**config.mk**
```make
export PLATFORM = sky130hd
export DESIGN_NAME = xml_escape_utf8_check
export DESIGN_NICKNAME = d
export VERILOG_FILES = /design/src/sv/xesc_pkg.sv /design/src/sv/xml_escape_utf8_check.sv
export VERILOG_INCLUDE_DIRS = /design/src /design/src/sv
export SDC_FILE = /design/constraint.sdc
export NUM_CORES = 1
export LEC_CHECK = 0
export ABC_AREA = 1
export BUFFER_PORTS_ARGS = -buffer_cell sky130_fd_sc_hd__buf_2
export CELL_PAD_IN_SITES_DETAIL_PLACEMENT = 1
export CELL_PAD_IN_SITES_GLOBAL_PLACEMENT = 2
export CORE_UTILIZATION = 37
export CTS_CLUSTER_SIZE = 16
export DETAILED_ROUTE_END_ITERATION = 10
export GPL_TIMING_DRIVEN = 0
export PLACE_DENSITY = 0.77
export SLEW_MARGIN = 20
export SYNTH_ARGS = -nofsm -noshare
export SYNTH_HDL_FRONTEND = slang
export SYNTH_SLANG_ARGS = --single-unit
```
**constraint.sdc**
```tcl
create_clock -name clk -period 4.88 [get_ports clk]
set_clock_uncertainty 0.1 [all_clocks]
set_input_delay 0.244 -clock clk [delete_from_list [all_inputs] [get_ports clk]]
set_output_delay 0.244 -clock clk [all_outputs]
set_load 0.01 [all_outputs]
```
**src/sv/assert_macros.svh**
```systemverilog
// Concurrent assertion helpers, sampled on clk and off during rst.
`ifndef ASSERT_MACROS_SVH
`define ASSERT_MACROS_SVH

// Same-cycle implication.
`define ASSERT_IMPL(label, ante, cons) \
  label: assert property (@(posedge clk) disable iff (rst) (ante) |-> (cons)) \
    else $error("assertion failed");

// Next-cycle implication.
`define ASSERT_NEXT(label, ante, cons) \
  label: assert property (@(posedge clk) disable iff (rst) (ante) |=> (cons)) \
    else $error("assertion failed");

`endif

```
**src/sv/xesc_pkg.sv**
```systemverilog
package xesc_pkg;

  localparam int WARN_COUNT_BITS = 32;
  localparam int MaxRes = 9;

  localparam logic [7:0] ChQmark = 8'h3F;
  localparam logic [7:0] ChAmp   = 8'h26;
  localparam logic [7:0] ChLt    = 8'h3C;
  localparam logic [7:0] ChGt    = 8'h3E;
  localparam logic [7:0] ChQuot  = 8'h22;
  localparam logic [7:0] ChApos  = 8'h27;
  localparam logic [7:0] ChTab   = 8'h09;
  localparam logic [7:0] ChLf    = 8'h0A;
  localparam logic [7:0] ChCr    = 8'h0D;
  localparam logic [7:0] ChSpace = 8'h20;

  localparam logic [7:0] LeadMin2 = 8'hC2;
  localparam logic [7:0] LeadMin3 = 8'hE0;
  localparam logic [7:0] LeadMin4 = 8'hF0;
  localparam logic [7:0] LeadEnd  = 8'hF5;

  localparam logic [20:0] CpMin3    = 21'h000800;
  localparam logic [20:0] CpMin4    = 21'h010000;
  localparam logic [20:0] CpSurLo   = 21'h00D800;
  localparam logic [20:0] CpSurHi   = 21'h00DFFF;
  localparam logic [20:0] CpMax     = 21'h10FFFF;
  localparam logic [20:0] CpNonFFFE = 21'h00FFFE;
  localparam logic [20:0] CpNonFFFF = 21'h00FFFF;

  // Escape text, first character in txt[5].
  typedef struct packed {
    logic [5:0][7:0] txt;
    logic [2:0]      len;
    logic            rep;
  } esc_t;

  function automatic esc_t esc_lookup(logic [7:0] c);
    esc_t e;
    e.txt = {c, 40'h0};
    e.len = 3'd1;
    e.rep = 1'b0;
    case (c)
      ChAmp:  begin e.txt = {"&amp;", 8'h00};  e.len = 3'd5; end
      ChLt:   begin e.txt = {"&lt;", 16'h0000}; e.len = 3'd4; end
      ChGt:   begin e.txt = {"&gt;", 16'h0000}; e.len = 3'd4; end
      ChQuot: begin e.txt = "&quot;";           e.len = 3'd6; end
      ChApos: begin e.txt = "&apos;";           e.len = 3'd6; end
      ChTab:  begin e.txt = {"&#9;", 16'h0000}; e.len = 3'd4; end
      ChLf:   begin e.txt = {"&#10;", 8'h00};  e.len = 3'd5; end
      ChCr:   begin e.txt = {"&#13;", 8'h00};  e.len = 3'd5; end
      default: begin
        if (c < ChSpace) begin
          e.txt = {ChQmark, 40'h0};
          e.rep = 1'b1;
        end
      end
    endcase
    return e;
  endfunction

  function automatic logic cp_ok(logic [20:0] cp, logic [2:0] need);
    logic ok;
    ok = 1'b1;
    if (need == 3'd3 && cp < CpMin3) ok = 1'b0;
    if (need == 3'd4 && cp < CpMin4) ok = 1'b0;
    if (cp >= CpSurLo && cp <= CpSurHi) ok = 1'b0;
    if (cp > CpMax || cp == CpNonFFFE || cp == CpNonFFFF) ok = 1'b0;
    return ok;
  endfunction

endpackage

```
**src/sv/xml_escape_utf8_check.sv**
```systemverilog
// Channel | Handshake          | Word
// in      | in_valid/in_ready  | in_byte, string_end
// out     | out_valid/out_ready| out_byte, run_last, string_last, replaced, warn_count
// cfg     | cfg_wr_en          | cfg_wr_data (utf8_check)
//
// A byte may expand to up to 9 output bytes, held in the expansion buffer and
// sent as a single output byte per cycle while out_ready allows; the next input
// byte enters as the last one leaves. A byte that only extends a held sequence
// produces no output. The path runs through the input register, expansion
// buffer and output register. Synchronous reset, no clearing pass; utf8_check
// resets to 1. Output stalls back up through the buffer to in_ready.
`include "assert_macros.svh"

module xml_escape_utf8_check (
  input  logic        clk,
  input  logic        rst,
  input  logic        cfg_wr_en,
  input  logic        cfg_wr_data,
  input  logic        in_valid,
  output logic        in_ready,
  input  logic [7:0]  in_byte,
  input  logic        string_end,
  output logic        out_valid,
  input  logic        out_ready,
  output logic [7:0]  out_byte,
  output logic        run_last,
  output logic        string_last,
  output logic        replaced,
  output logic [31:0] warn_count
);

  localparam int CntW = xesc_pkg::WARN_COUNT_BITS;
  localparam int NRes = xesc_pkg::MaxRes;

  logic utf8_check;

  // input register
  logic       in_r_valid;
  logic [7:0] in_r_byte;
  logic       in_r_end;

  // sequence state
  logic [7:0]  held_bytes [3];
  logic [1:0]  held_count;
  logic [2:0]  needed_length;
  logic [20:0] partial_cp;

  logic [7:0]  held_next [3];
  logic [1:0]  held_count_next;
  logic [2:0]  needed_length_next;
  logic [20:0] partial_cp_next;

  // expansion buffer, word 0 goes out next
  logic [7:0] seq_byte [NRes];
  logic       seq_rep [NRes];
  logic [3:0] seq_cnt;
  logic       seq_end;

  logic [CntW-1:0] rep_count;
  logic [CntW-1:0] rep_count_next;
  logic [63:0]     rep_wide;

  logic proc;
  logic out_load;

  // per-byte decode
  xesc_pkg::esc_t esc;
  logic [5:0][7:0] fr_txt;
  logic [2:0]  fr_len;
  logic        fr_rep;
  logic        fr_hold;
  logic [2:0]  fr_need;
  logic [20:0] fr_cp;
  logic        cont;
  logic [20:0] cp_new;
  logic [2:0]  pre_len;
  logic        pre_q;
  logic        use_fresh;
  logic [3:0]  fr_idx [NRes];
  logic [7:0]  exp_byte [NRes];
  logic        exp_rep [NRes];
  logic [3:0]  exp_len;

  assign out_load = (seq_cnt != 4'd0) && (!out_valid || out_ready);
  assign proc     = in_r_valid && ((seq_cnt == 4'd0) || (seq_cnt == 4'd1 && out_load));
  assign in_ready = !in_r_valid || proc;

  // Handle a byte with no sequence pending.
  always_comb begin
    esc     = xesc_pkg::esc_lookup(in_r_byte);
    fr_txt  = {in_r_byte, 40'h0};
    fr_len  = 3'd1;
    fr_rep  = 1'b0;
    fr_hold = 1'b0;
    if (in_r_byte < 8'h80) begin
      fr_txt = esc.txt;
      fr_len = esc.len;
      fr_rep = esc.rep;
    end else if (!utf8_check) begin
      fr_len = 3'd1;
    end else if (in_r_byte < xesc_pkg::LeadMin2 || in_r_byte >= xesc_pkg::LeadEnd) begin
      fr_txt = {xesc_pkg::ChQmark, 40'h0};
      fr_rep = 1'b1;
    end else begin
      fr_hold = 1'b1;
      // a lead byte that ends the string flushes as one '?'
      fr_txt  = {xesc_pkg::ChQmark, 40'h0};
      fr_rep  = 1'b1;
      fr_len  = in_r_end ? 3'd1 : 3'd0;
    end
    if (in_r_byte < xesc_pkg::LeadMin3) begin
      fr_need = 3'd2;
      fr_cp   = {16'h0, in_r_byte[4:0]};
    end else if (in_r_byte < xesc_pkg::LeadMin4) begin
      fr_need = 3'd3;
      fr_cp   = {17'h0, in_r_byte[3:0]};
    end else begin
      fr_need = 3'd4;
      fr_cp   = {18'h0, in_r_byte[2:0]};
    end
  end

  // Sequence handling and next state.
  always_comb begin
    cont               = (in_r_byte[7:6] == 2'b10);
    cp_new             = {partial_cp[14:0], in_r_byte[5:0]};
    pre_len            = 3'd0;
    pre_q              = 1'b0;
    use_fresh          = 1'b0;
    held_next          = held_bytes;
    held_count_next    = held_count;
    needed_length_next = needed_length;
    partial_cp_next    = partial_cp;
    if (needed_length == 3'd0) begin
      use_fresh = 1'b1;
    end else if (!utf8_check) begin
      pre_len   = {1'b0, held_count};
      use_fresh = 1'b1;
    end else if (cont) begin
      if ({1'b0, held_count} + 3'd1 >= needed_length) begin
        pre_len            = {1'b0, held_count} + 3'd1;
        pre_q              = !xesc_pkg::cp_ok(cp_new, needed_length);
        held_count_next    = 2'd0;
        needed_length_next = 3'd0;
        partial_cp_next    = '0;
      end else if (in_r_end) begin
        pre_len            = {1'b0, held_count} + 3'd1;
        pre_q              = 1'b1;
        held_count_next    = 2'd0;
        needed_length_next = 3'd0;
        partial_cp_next    = '0;
      end else begin
        for (int k = 0; k < 3; k++) begin
          if (held_count == 2'(k)) held_next[k] = in_r_byte;
        end
        held_count_next = held_count + 2'd1;
        partial_cp_next = cp_new;
      end
    end else begin
      pre_len   = {1'b0, held_count};
      pre_q     = 1'b1;
      use_fresh = 1'b1;
    end
    if (use_fresh) begin
      if (fr_hold && !in_r_end) begin
        held_next[0]       = in_r_byte;
        held_count_next    = 2'd1;
        needed_length_next = fr_need;
        partial_cp_next    = fr_cp;
      end else begin
        held_count_next    = 2'd0;
        needed_length_next = 3'd0;
        partial_cp_next    = '0;
      end
    end
  end

  // Lay out prefix then escape text into one run of words.
  always_comb begin
    exp_len = 4'(pre_len) + (use_fresh ? 4'(fr_len) : 4'd0);
    for (int k = 0; k < NRes; k++) begin
      fr_idx[k]   = 4'(k) - 4'(pre_len);
      exp_byte[k] = xesc_pkg::ChQmark;
      exp_rep[k]  = fr_rep;
      if (4'(k) < 4'(pre_len)) begin
        exp_rep[k] = pre_q;
        if (pre_q) begin
          exp_byte[k] = xesc_pkg::ChQmark;
        end else if (k < 3 && 2'(k) < held_count) begin
          exp_byte[k] = held_bytes[2'(k % 3)];
        end else begin
          exp_byte[k] = in_r_byte;
        end
      end else if (fr_idx[k] < 4'd6) begin
        exp_byte[k] = fr_txt[3'd5 - fr_idx[k][2:0]];
      end
    end
  end

  assign rep_count_next = (seq_rep[0] && rep_count != '1) ? rep_count + CntW'(1) : rep_count;
  assign rep_wide       = 64'(rep_count_next);

  always_ff @(posedge clk) begin
    if (rst) begin
      utf8_check    <= 1'b1;
      in_r_valid    <= 1'b0;
      held_count    <= 2'd0;
      needed_length <= 3'd0;
      partial_cp    <= '0;
      seq_cnt       <= 4'd0;
      out_valid     <= 1'b0;
      rep_count     <= '0;
    end else begin
      if (cfg_wr_en) utf8_check <= cfg_wr_data;
      if (in_ready) in_r_valid <= in_valid;
      if (proc) begin
        held_count    <= held_count_next;
        needed_length <= needed_length_next;
        partial_cp    <= partial_cp_next;
        seq_cnt       <= exp_len;
      end else if (out_load) begin
        seq_cnt <= seq_cnt - 4'd1;
      end
      if (out_load) begin
        out_valid <= 1'b1;
        rep_count <= rep_count_next;
      end else if (out_ready) begin
        out_valid <= 1'b0;
      end
    end
  end

  // Payload, no reset.
  always_ff @(posedge clk) begin
    if (in_valid && in_ready) begin
      in_r_byte <= in_byte;
      in_r_end  <= string_end;
    end
    if (proc) begin
      held_bytes <= held_next;
      seq_byte   <= exp_byte;
      seq_rep    <= exp_rep;
      seq_end    <= in_r_end;
    end else if (out_load) begin
      // advance the run by one word
      for (int k = 0; k < NRes - 1; k++) begin
        seq_byte[k] <= seq_byte[k+1];
        seq_rep[k]  <= seq_rep[k+1];
      end
    end
    if (out_load) begin
      out_byte    <= seq_byte[0];
      replaced    <= seq_rep[0];
      run_last    <= (seq_cnt == 4'd1);
      string_last <= (seq_cnt == 4'd1) && seq_end;
      warn_count  <= (rep_wide > 64'hFFFF_FFFF) ? 32'hFFFF_FFFF : rep_wide[31:0];
    end
  end

  `ASSERT_IMPL(a_seq_cnt_range, 1'b1, seq_cnt <= 4'(NRes))
  `ASSERT_IMPL(a_held_pending, 1'b1, (needed_length == 3'd0) == (held_count == 2'd0))
  `ASSERT_IMPL(a_held_short, needed_length != 3'd0, 3'(held_count) < needed_length)
  `ASSERT_IMPL(a_silent_holds, proc && exp_len == 4'd0, needed_length_next != 3'd0)
  `ASSERT_IMPL(a_count_mono, !$past(rst), rep_count >= $past(rep_count))

endmodule

```
======== Yosys cells after proc, flatten, opt, wreduce, memory -nomap -nowiden ========
Index checks and enable logic that the tools add are counted.
storage, ports and cells
  register bits after elaboration ......... 217
  bits in latches ......................... 0
  RAM bits ................................ 0
  memory bits (read-only) ................. 0
  output and inout bits ................... 45
  memories ................................ 0
cells by class
  $add $sub $neg .......................... 23
  multipliers ............................. 0
  divide/modulo/power cells ............... 0
  $lt $le $gt $ge ......................... 42
  equality and inequality tests ........... 18
  shifts and indexed selects .............. 0
  multiplexer cells ....................... 132
  bitwise logic cells ..................... 3
  reductions and logical operators ........ 37
operators with widths
  kind                   number
  $pmux 48 s8            1
  $mux 8                 40
  $bmux 8 s3             9
  $mux 48                3
  $mux 64                2
  $mux 24                5
  $mux 15                6
  $mux 3                 16
  $eq 21x16->1 const B   2
  $eq 8x6->1 const B     5
  $mux 1                 37
  $lt 3x4->1 const B     9
  $lt 4x3->1 const B     9
  $add 32x1->32 const B  1
  $gt 32x32->1 const B   1
  $lt 8x8->1 const B     4
  $mux 32                1
  $ne 32x32->1 const B   1
  $sub 3x3->3 const A    9
  $eq 8x4->1 const B     3
  $ge 21x16->1 const B   1
  $gt 21x21->1 const B   1
  $le 21x16->1 const B   1
  $lt 21x12->1 const B   1
  other kinds (44)       87

======== Logic depth before layout (Yosys ltp) ========
  word-level depth ........................ 18
  gate-level depth with buffers ........... 24
  gate-level depth less buffers ........... 21

======== Worst setup path after synthesis ========
No wires, ideal clock.
  path type ............................... register -> register
  from .................................... register held_count[1]
  to ...................................... register seq_byte[67] in the netlist's numbering, data pin
  library setup time ...................... 0.253 ns
  arrival ................................. 3.779 ns
  data required time ...................... 4.527 ns
  path slack .............................. 0.748 ns
  stages on the path, launching flop included .. 22
  cells stage by stage .................... dfxtp_1 -> clkbuf_1 -> clkbuf_1 -> inv_1 -> ha_1 -> ha_1 -> nand3_1 -> nand4_2 -> nand2_2 -> nand2_2 -> nand2_4 -> buf_2 -> ha_1 -> ha_1 -> nor2_1 -> inv_1 -> nand2_1 -> inv_1 -> nand3_1 -> nand3_1 -> nand3_1 -> nand2_1
on the way
  cells in the longest elaborated chain, start to end .. 13
ends and longest elaborated chain
  item                                         RTL line                                                                                  text
  start, declared                              xml_escape_utf8_check.sv:44                                                               logic [1:0] held_count;
  start signal, assigned                       xml_escape_utf8_check.sv:217                                                              held_count <= held_count_next;
  $add 2x1->3                                  xml_escape_utf8_check.sv:140, xml_escape_utf8_check.sv:141, xml_escape_utf8_check.sv:147
  $ge 3x3->1 / $mux 3 (equally long branches)  xml_escape_utf8_check.sv:140, xml_escape_utf8_check.sv:146
  $mux 3                                       xml_escape_utf8_check.sv:140                                                              if ({1'b0, held_count} + 3'd1 >= needed_length) begin
  $mux 3                                       xml_escape_utf8_check.sv:139                                                              end else if (cont) begin
  $mux 3                                       xml_escape_utf8_check.sv:136                                                              end else if (!utf8_check) begin
  $mux 3                                       xml_escape_utf8_check.sv:134                                                              if (needed_length == 3'd0) begin
  $sub 1x3->4                                  xml_escape_utf8_check.sv:182                                                              fr_idx[k] = 4'(k) - 4'(pre_len);
  $sub 3x3->3                                  xml_escape_utf8_check.sv:195                                                              exp_byte[k] = fr_txt[3'd5 - fr_idx[k][2:0]];
  $bmux 8 s3                                   xml_escape_utf8_check.sv:195
  $mux 8 (implied by the code)                 xml_escape_utf8_check.sv:195
  $mux 8                                       xml_escape_utf8_check.sv:194                                                              end else if (fr_idx[k] < 4'd6) begin
  $mux 8 *                                     xml_escape_utf8_check.sv:185                                                              if (4'(k) < 4'(pre_len)) begin
  $mux 64 *                                    xml_escape_utf8_check.sv:239                                                              if (proc) begin
  end signal, assigned                         xml_escape_utf8_check.sv:241                                                              seq_byte <= exp_byte;
  end signal, assigned by index                xml_escape_utf8_check.sv:247                                                              seq_byte[k] <= seq_byte[k+1];
  end, declared                                xml_escape_utf8_check.sv:54                                                               logic [7:0] seq_byte [NRes];
Every way passes the cells marked *; elsewhere a longest branch is shown, timed or not. The select of a mux whose other input is x is not followed.
A chain may end at the register's enable or synchronous reset.

======== Worst setup path in the final report ========
  from .................................... register held_count[1]
  to ...................................... register seq_byte[19] in the netlist's numbering, data pin
on the way
  cells in the longest elaborated chain, start to end .. 13
ends and longest elaborated chain
  item                                         RTL line
  $add 2x1->3                                  xml_escape_utf8_check.sv:140, xml_escape_utf8_check.sv:141, xml_escape_utf8_check.sv:147
  $ge 3x3->1 / $mux 3 (equally long branches)  xml_escape_utf8_check.sv:140, xml_escape_utf8_check.sv:146
  $mux 3                                       xml_escape_utf8_check.sv:140
  $mux 3                                       xml_escape_utf8_check.sv:139
  $mux 3                                       xml_escape_utf8_check.sv:136
  $mux 3                                       xml_escape_utf8_check.sv:134
  $sub 3x3->4                                  xml_escape_utf8_check.sv:182
  $sub 3x3->3                                  xml_escape_utf8_check.sv:195
  $bmux 8 s3                                   xml_escape_utf8_check.sv:195
  $mux 8 (implied by the code)                 xml_escape_utf8_check.sv:195
  $mux 8                                       xml_escape_utf8_check.sv:194
  $mux 8 *                                     xml_escape_utf8_check.sv:185
  $mux 64 *                                    xml_escape_utf8_check.sv:239
Marked as above.

==> results_dict.tcl <==
set metrics [dict create \
    grt_first_pass_wirelength_mm 70.67 \
    yosys_warnings 0 \
    crit_type "reg2reg" \
    cap_violations 0 \
    postLayoutCellArea_um2 14160 \
    ir_drop_mv 0.3430 \
    synthTopCellsByCount "nand2_1, nand3_1, nor2_1, edfxtp_1, inv_1" \
    swShare 0.3891 \
    power.internal_w 0.004878 \
    yosysMostFrequentCell "nand2_1" \
    routed_wl_mm 46.91 \
    seqPwrFrac 0.405 \
    die_h_um 183.6 \
    dp_hpwl_mm 36.11 \
    r2r_end "seq_byte[19]$_DFFE_PP_" \
    numCtsBuffers 25 \
    final_antenna_net_count 0 \
    rows 66 \
    power_per_cell_area_nw_per_um2 563.9 \
    start_kind "flip-flop" \
    endpoint "seq_byte[19]$_DFFE_PP_" \
    syn_inst 1588 \
    wl_per_cell_um 21.82 \
    drt_iter0_drc 983 \
    relSlewSlack 0.3650 \
    required_ns 5.09 \
    dr_total_vias 11550 \
    drt_pass1_iterations 5 \
    ys_types 48 \
    yosysTopAreaCell "edfxtp_1" \
    clock_path_buffers 3 \
    synthesis.area_um2 12210 \
    timing.final.max_slew_violations 0 \
    worstHoldPathType "in2reg" \
    via_per_inst 5.373 \
    rsz0062_at_grt "false" \
    synth_area_leaders "edfxtp_1, nand2_1, dfxtp_1" \
    portBuffers 58 \
    die_x_um 183.6 \
    area_delta_synth_final_pct 16.00 \
    period_minus_slack_ns 4.619 \
    hold_slack_ns 0.1652 \
    antenna_found_initial 0 \
    p_comb_frac 0.341 \
    hold_viol 0 \
    period_share 0.9465 \
    r2r_start "held_count[1]$_SDFFE_PP0P_" \
    setup_viol 0 \
    grt_usage 0.2810 \
    cp_data_arrival_time_ns 4.83 \
    synth_fp_nets 1627 \
    place_congestion 0.9360 \
    p_leak_nw 6.092 \
    placedInstanceArea_um2 13090 \
    grt_max_degree 54 \
    ios 60 \
    ff2ff_path_depth 20 \
    synthFlopType "edfxtp_1" \
    synth-edff-count 150 \
    initial_core_util 0.3751 \
    syn_area_per_cell_um2 7.686 \
    status "complete, no violations" \
    register_area_um2 5685 \
    insertion_delay_ns 0.55 \
    nets 1728 \
    drc 0 \
    clk_pin_slew_ns 0.06 \
    power_frac_clock 0.254 \
    cts-root-buf "clkbuf_16" \
    clkSinkCount 209 \
    core-area_um2 32540 \
    design.die.area_um2 33720 \
    grt_pass1_vias 11390 \
    r2r_setup_slack_ns 0.26 \
    diodes 0 \
    crit_fanout 11 \
    multi_input_area_um2 5674 \
    async_flop_share 0 \
    globalRouteOverflowTotal 0 \
    clock.fmax_mhz 216.5 \
    layout-drive-gt1-share 0.1194 \
    endpoint_kind "flip-flop" \
    cts_tree "done" \
    switchingPower_w 0.003107 \
    crit_start "held_count[1]$_SDFFE_PP0P_" \
    fillers 4077 \
    htreeDepth 1 \
    tightest_slew_ns 0.9447 \
    netlist.area_leader.share 0.3690 \
    ys_seq_elements 209 \
    ys_seq_area_frac 0.4658 \
]
==> routing by layer <==
metal,vias up,GRT usage,part of all wire
met2,378,0.4424,0.44
met1,5656,0.4070,0.47
met5,-,0,0
met3,54,0.03942,0.066
li1,5464,-,-
met4,0,0.06100,0.021
==> placed cells by master (no fill, tap or decap), types with 8 or more instances in the layout <==
master | netlist | routed
nand2_1 | 485 | 481
nand3_1 | 179 | 179
nor2_1 | 155 | 152
edfxtp_1 | 150 | 150
inv_1 | 136 | 135
a21oi_1 | 79 | 79
buf_2 | 23 | 77
o21ai_0 | 72 | 72
dfxtp_1 | 59 | 59
xor2_1 | 34 | 34
clkbuf_1 | 27 | 27
clkbuf_16 | 0 | 26
ha_1 | 23 | 23
o21ai_1 | 21 | 21
nor3_1 | 17 | 17
nand4_1 | 15 | 15
nand2_2 | 11 | 14
o211ai_1 | 14 | 14
inv_2 | 13 | 13
dlygate4sd3_1 | 0 | 13
nor2_2 | 10 | 12
buf_4 | 3 | 8
nor2_4 | 7 | 8
a31oi_1 | 8 | 8
==> final cells by class <==
cell class | count | area share
flip-flops and latches | 209 | 0.4016
clock inverters | 18 | 0.01573
inverters | 152 | 0.04056
multi-input cells | 1166 | 0.4008
clock buffers | 28 | 0.04648
plain buffers | 60 | 0.02262
well taps | 442 | 0.03906
repair buffers | 75 | 0.03323
==> power groups by stage <==
stage / clock network (W) / logic [W] / registers, W
after detailed placement: 0 / 0.00269 / 0.00327
after CTS: 0.00206 / 0.00271 / 0.00324
after floorplan: 0 / 0.00159 / 0.00330
final: 0.00203 / 0.00272 / 0.00324
after global placement: 0 / 0.00256 / 0.00329
after global routing: 0.00212 / 0.00302 / 0.00332
==> flip-flops by register name, indices dropped and copies added, names as in the netlist <==
signal	flops
in_r_byte	8
replaced	1
warn_count	32
held_bytes	16
string_last	1
rep_count	32
held_count	2
seq_cnt	4
partial_cp	15
seq_rep	9
out_valid	1
out_byte	8
in_r_valid	1
seq_end	1
seq_byte	72
in_r_end	1
needed_length	3
utf8_check	1
run_last	1
==> logic make-up (layout without fill, tap and decap cells) <==
logic type | count (synthesis) | in the layout | share of synthesized area
fa+ha+maj | 24 | 24 | 0.02522
flops | 209 | 209 | 0.4658
buf+inv | 213 | 333 | 0.07207
simple gates | 899 | 899 | 0.3184
compound gates | 208 | 208 | 0.09339
xor+xnor | 35 | 35 | 0.02512
==> through the flow <==
step | std cells | utilization | TNS (ns) | setup WS, ns | total power [W]
2_1_floorplan | 1588 | - | 0 | 0.7479 | 0.004887
6_report | 2150 | 0.4352 | 0 | 0.2609 | 0.007985
5_1_grt | 2150 | 0.4352 | 0 | 0.008182 | 0.008449
4_1_cts | 2148 | 0.4339 | 0 | 0.006499 | 0.008013
3_3_place_gp | 2088 | 0.4011 | -12.91 | -0.7487 | 0.005849
3_5_place_dp | 2089 | 0.4023 | -18.74 | -0.8683 | 0.005961
==> how the worst min path moves through the flow <==
stage | slack, ns | from | end | cells past startpoint
6_report | 0.17 | rst | rep_count[3]$_SDFFE_PP0P_ | 4
5_1_grt | 0.20 | rst | rep_count[18]$_SDFFE_PP0P_ | 4
4_1_cts | 0.13 | rst | rep_count[21]$_SDFFE_PP0P_ | 4
3_5_place_dp | 0.31 | seq_byte[65]$_DFFE_PP_ | out_byte[1]$_DFFE_PP_ | 0
3_3_place_gp | 0.30 | seq_byte[66]$_DFFE_PP_ | out_byte[2]$_DFFE_PP_ | 0
2_1_floorplan | 0.24 | in_byte[0] | in_r_byte[0]$_DFFE_PP_ | 0
==> worst max-delay path: stages, from the launching register on <==
cell	delay, ns
dfxtp_1	0.37
clkbuf_4	0.21
clkbuf_4	0.23
inv_1	0.06
ha_1	0.33
ha_1	0.32
nand3_1	0.12
nand4_2	0.18
nand2_2	0.11
a21oi_4	0.40
buf_6	0.23
ha_1	0.23
inv_1	0.06
ha_1	0.40
inv_1	0.14
nand2_1	0.13
nand3_1	0.17
inv_1	0.24
nand3_1	0.20
nand2_1	0.11
nand2_1	0.05
==> what timing repair did <==
action | in CTS | in global routing
setup buffers | 0 | 3
pin swaps | 1 | 1
hold buffers | 13 | 0
setup endpoints to repair | 47 | 37
gates resized for setup | 8 | 11
endpoints found under the hold margin | 12 | 0
gates cloned | 0 | 0
(Power assumes the default switching activity.)
